$ cat config.mk
export PLATFORM = sky130hd
export DESIGN_NAME = lbs_front
export DESIGN_NICKNAME = d
export VERILOG_FILES = /design/src/rtl/lbs_pkg.sv /design/src/rtl/lbs_front.sv
export SDC_FILE = /design/constraint.sdc
export NUM_CORES = 1
export LEC_CHECK = 0
export BUFFER_PORTS_ARGS = -buffer_cell sky130_fd_sc_hd__buf_4
export CORE_UTILIZATION = 55
export CTS_BUF_LIST = sky130_fd_sc_hd__clkbuf_4 sky130_fd_sc_hd__clkbuf_8 sky130_fd_sc_hd__clkbuf_16
export DETAILED_ROUTE_END_ITERATION = 10
export MAX_ROUTING_LAYER = met4
export PLACE_DENSITY = 0.83
export REMOVE_ABC_BUFFERS = 1
export SLEW_MARGIN = 15
export SYNTH_ARGS = -nofsm -noshare
export SYNTH_HDL_FRONTEND = slang
export SYNTH_SLANG_ARGS = --single-unit
$ cat constraint.sdc
create_clock -name clk -period 10.1 [get_ports clk]
set_input_delay 0.505 -clock clk [delete_from_list [all_inputs] [get_ports clk]]
set_output_delay 0.505 -clock clk [all_outputs]
set_load 0.03 [all_outputs]
$ cat src/rtl/lbs_pkg.sv
package lbs_pkg;

  localparam int MAX_JOINTS = 64;
  localparam int JW         = (MAX_JOINTS > 1) ? $clog2(MAX_JOINTS) : 1;
  localparam int IN_W       = 328;
  localparam int OUT_W      = 192;
  localparam int IQ_DEPTH   = 4;
  localparam int OQ_DEPTH   = 4;

  typedef enum logic {
    OP_LOAD = 1'b0,
    OP_SKIN = 1'b1
  } op_t;

  typedef struct packed {
    op_t         opcode;
    logic [31:0] load_value;
    logic [4:0]  load_slot;
    logic [5:0]  load_joint;
    logic [63:0] weight_set;
    logic [23:0] joint_set;
    logic [2:0][31:0] nrm;
    logic [2:0][31:0] pos;
  } item_t;

  typedef struct packed {
    logic        vld;
    logic        first;
    logic        last;
    logic [15:0] wt;
    logic [2:0][31:0] nrm;
    logic [2:0][31:0] pos;
  } tag_t;

  function automatic logic signed [31:0] sat32(input logic signed [51:0] v);
    if (v > 52'sd2147483647) begin
      return 32'sh7fffffff;
    end else if (v < -52'sd2147483648) begin
      return 32'sh80000000;
    end else begin
      return v[31:0];
    end
  endfunction

  function automatic logic signed [47:0] rnd16(input logic signed [63:0] v);
    logic signed [63:0] t;
    t = v + 64'sd32768;
    return t[63:16];
  endfunction

  function automatic logic signed [36:0] rnd15(input logic signed [51:0] v);
    logic signed [51:0] t;
    t = v + 52'sd16384;
    return t[51:15];
  endfunction

endpackage

$ cat src/rtl/lbs_front.sv
module lbs_front import lbs_pkg::*; (
  input  logic            clk,
  input  logic            rst_n,
  input  logic            in_tvalid,
  output logic            in_tready,
  input  logic [IN_W-1:0] in_tdata,
  input  logic            in_tuser,
  output logic            q_valid,
  input  logic            q_pop,
  output item_t           q_item
);

  localparam int PW = $clog2(IQ_DEPTH);

  item_t           mem_r [IQ_DEPTH];
  logic [PW-1:0]   wp_r, wp_nxt, rp_r, rp_nxt;
  logic [PW:0]     cnt_r, cnt_nxt;
  item_t           in_item;
  logic            push;

  always_comb begin
    in_item.opcode     = op_t'(in_tuser);
    in_item.pos[0]     = in_tdata[31:0];
    in_item.pos[1]     = in_tdata[63:32];
    in_item.pos[2]     = in_tdata[95:64];
    in_item.nrm[0]     = in_tdata[127:96];
    in_item.nrm[1]     = in_tdata[159:128];
    in_item.nrm[2]     = in_tdata[191:160];
    in_item.joint_set  = in_tdata[215:192];
    in_item.weight_set = in_tdata[279:216];
    in_item.load_joint = in_tdata[285:280];
    in_item.load_slot  = in_tdata[290:286];
    in_item.load_value = in_tdata[322:291];
  end

  assign in_tready = (cnt_r != (PW+1)'(IQ_DEPTH));
  assign push      = in_tvalid && in_tready;
  assign q_valid   = (cnt_r != '0);
  assign q_item    = mem_r[rp_r];

  always_comb begin
    wp_nxt  = push ? wp_r + 1'b1 : wp_r;
    rp_nxt  = q_pop ? rp_r + 1'b1 : rp_r;
    cnt_nxt = cnt_r + (PW+1)'(push) - (PW+1)'(q_pop);
  end

  always_ff @(posedge clk) begin
    if (!rst_n) begin
      wp_r  <= '0;
      rp_r  <= '0;
      cnt_r <= '0;
    end else begin
      wp_r  <= wp_nxt;
      rp_r  <= rp_nxt;
      cnt_r <= cnt_nxt;
    end
  end

  always_ff @(posedge clk) begin
    if (push) begin
      mem_r[wp_r] <= in_item;
    end
  end

endmodule

==> impl_metrics.toml <==
[critical_path]
end_kind = "output port"
cp_slowest_stage_delay_ns = 0.90
crit_type = "reg -> out"
cp_slowest_cell = "dfxtp_4"
required_ns = 9.60
start_kind = "flop"
critical_path_buf_inv_count = 3
ff2ff_setup_slack_ns = 7.11
crit_path_max_fanout = 65
crit_top_cell = "buf_4"
path_cells = "buf_4 > buf_4 > mux4_2 > buf_4"
arrival_ns = 4.08
crit_family = "buffers and inverters"

[sta]
tns_ns = 0
final_hold_viol_count = 0
tightest_slew_ns = 1.21
finalSetupViolations = 0
max_freq_mhz = 218
layout_setup_ws_ns = 5.51
fin_skew_ns = 0.0351
post-route-period-util_pct = 45.4
slew_violations = 0
rsz0062_at_grt = "false"
whs_ns = 0.0759
slew_headroom_pct = 19.4
min_period_ns = 4.59

[run]
max_cap_violations = 0

[routing]
drt-initial-drc-count = 2118
dr.pass1.iters = 5
drc = 0
final_antenna_net_count = 0
viasPerCell = 5.88
vias = 23700
routed_wl_mm = 118
wl_per_cell_um = 29.3

[clock_tree]
post_cts_resized = 0
clk_pin_slew_worst_paths_ns = 0.07
cts_root_buffer = "clkbuf_16"
cts.path.max_buffers = 3
clk_latency_ns = 0.74
numCtsBuffers = 130
numClockSinks = 1305
cts_tree = "done"
htree_levels = 4

[placement]
numPortBuffers = 653
pre_cts_slack_ns = 6.29
dp.cells = 3478
place.gp.congestion = 0.772
placed_area_mm2 = 0.0533
detailed_place_hpwl_mm = 58.6

[run_status]
outcome = "completed"

[final_layout]
syn2layout_area_growth_pct = 28.5
drive_above_1_share_pct = 41.8
fin_nets = 3130
postLayoutCellArea_mm2 = 0.0607
layout.cells.non_filler = 4039
nFillCells = 4533
finish.utilization_pct = 71.3

[power]
total_power_mw = 14.0
clkPwrFrac_pct = 33.9
comb_power_share_pct = 17.9
ir_worst_vdd_mv = 0.205
seq_power_share_pct = 48.2
switching_share_pct = 26.9
p_int_mw = 10.2
switching_power_mw = 3.75
p_per_area_mw_per_mm2 = 230
leakage_nw = 20.5

[global_routing]
gr-usage-met1_pct = 30.2
grt_pass1_wl_mm = 168
grt_start_max_net_pins = 166
grt_pass1_vias = 25700
busiest_layer = "met2"
gr-usage-all-layers_pct = 27.9
antenna_found_initial = 11
grt_util_met3_pct = 6.39
met2_usage_pct = 48.5
grt_overflow_total = 0

[hold_path]
worst_hold_path_type = "in -> reg"

[die]
die_y_um = 295
start_util_pct = 55.4
die_x_um = 295
core_area_mm2 = 0.0851
rows = 107
dieArea_mm2 = 0.0870
ioPinCount = 659

[synthesis]
synth_top_area_share_pct = 82.4
synth_top_area_cell = "edfxtp_1"
synth.avg_cell_area_um2 = 27.1
postSynthCellCount = 1739
netlist_top_cells_area = "edfxtp_1 (82%), mux4_2 (15%), buf_6 (0.72%), buf_2 (0.38%), dfxtp_1 (0.38%)"
ys_seq_elements = 1305
ys_warn_count = 0
netlist_area_mm2 = 0.0472
seq_area_frac_synth_pct = 82.8
yosysUniqueCellTypes = 18
[per-layer routing]
metal	routed length (µm)	vias up
met5	0	-
met4	5920	0
met3	8860	297
met2	64700	1359
met1	38700	12400
li1	-	9688
[synthesized netlist by cell type]
cell type	n
edfxtp_1	1296
mux4_2	324
buf_2	36
buf_6	30
and2_1	9
dfxtp_1	9
clkbuf_1	7
ha_1	6
nand2_1	6
inv_1	5
xnor2_1	3
mux2i_1	2
a21boi_1	1
fa_1	1
nor2_1	1
nor2b_1	1
or3_1	1
xor2_1	1
[worst register-to-register path, cell delays in order (launching register included)]
cell	delay [ns]
dfxtp_1	0.41
nor2_1	0.09
a21boi_1	0.50
and2_4	0.63
buf_12	0.65
[final timing paths]
kind / start / end / cells after the start
max reg2reg: cnt_r[1]$_SDFF_PN0_ / mem_r[3][169]$_DFFE_PP_ / 4
min: rst_n / cnt_r[0]$_SDFF_PN0_ / 2
max: flop / q_item[272] / 4
min reg2reg: wp_r[0]$_SDFFE_PN0P_ / wp_r[0]$_SDFFE_PN0P_ / 2
[kinds of logic after synthesis]
family	after synthesis	synth area share [%]
xor+xnor	4	0.0742
mux	326	15.5
fa+ha+maj	7	0.201
simple gates	18	0.201
compound gates	1	0.0159
flops	1305	82.8
buf+inv	78	1.19
[power by group through the flow]
stage	Clock, mW	Combinational [mW]	Sequential (mW)
after detailed placement	0	2.33	6.80
after global routing	4.99	2.58	6.77
final	4.74	2.50	6.73
after global placement	0	2.29	6.75
after floorplan	0	1.47	7.01
after CTS	4.72	2.48	6.71
[what timing repair did]
action | 4_1_cts | 5_1_grt
hold endpoints to repair | 1296 | 0
setup buffers | 0 | 0
hold buffers | 324 | 0
[cell usage in the layout (no fill, tap or decap), types with 4 or more instances in the layout]
| cell type | count |
|---|---|
| bufinv_16 | 5 |
| clkbuf_4 | 38 |
| and2_1 | 5 |
| diode_2 | 12 |
| dlygate4sd3_1 | 324 |
| dfxtp_1 | 7 |
| clkbuf_16 | 135 |
| inv_1 | 5 |
| buf_12 | 11 |
| nand2_1 | 6 |
| clkinv_8 | 4 |
| clkinv_2 | 15 |
| and2_4 | 4 |
| clkinv_1 | 18 |
| buf_4 | 657 |
| edfxtp_1 | 1296 |
| ha_1 | 6 |
| mux4_2 | 324 |
[state kept, by name, indices dropped and copies added, names as in the netlist, named ones only]
signal and count:
cnt_r 3, mem_r 1296, wp_r 2, rp_r 2
[cell type report]
| cell class | instances | area, µm² | area share [%] |
|---|---|---|---|
| Inverter | 5 | 18.8 | 0.0309 |
| Sequential cell | 1305 | 39100 | 64.5 |
| Multi-Input combinational cell | 356 | 7560 | 12.5 |
| Timing Repair Buffer | 992 | 8400 | 13.8 |
| Clock inverter | 52 | 464 | 0.765 |
| Tap cell | 1144 | 1430 | 2.36 |
| Antenna cell | 12 | 30.0 | 0.0495 |
| Clock buffer | 173 | 3660 | 6.04 |
(Power assumes the default switching activity.)
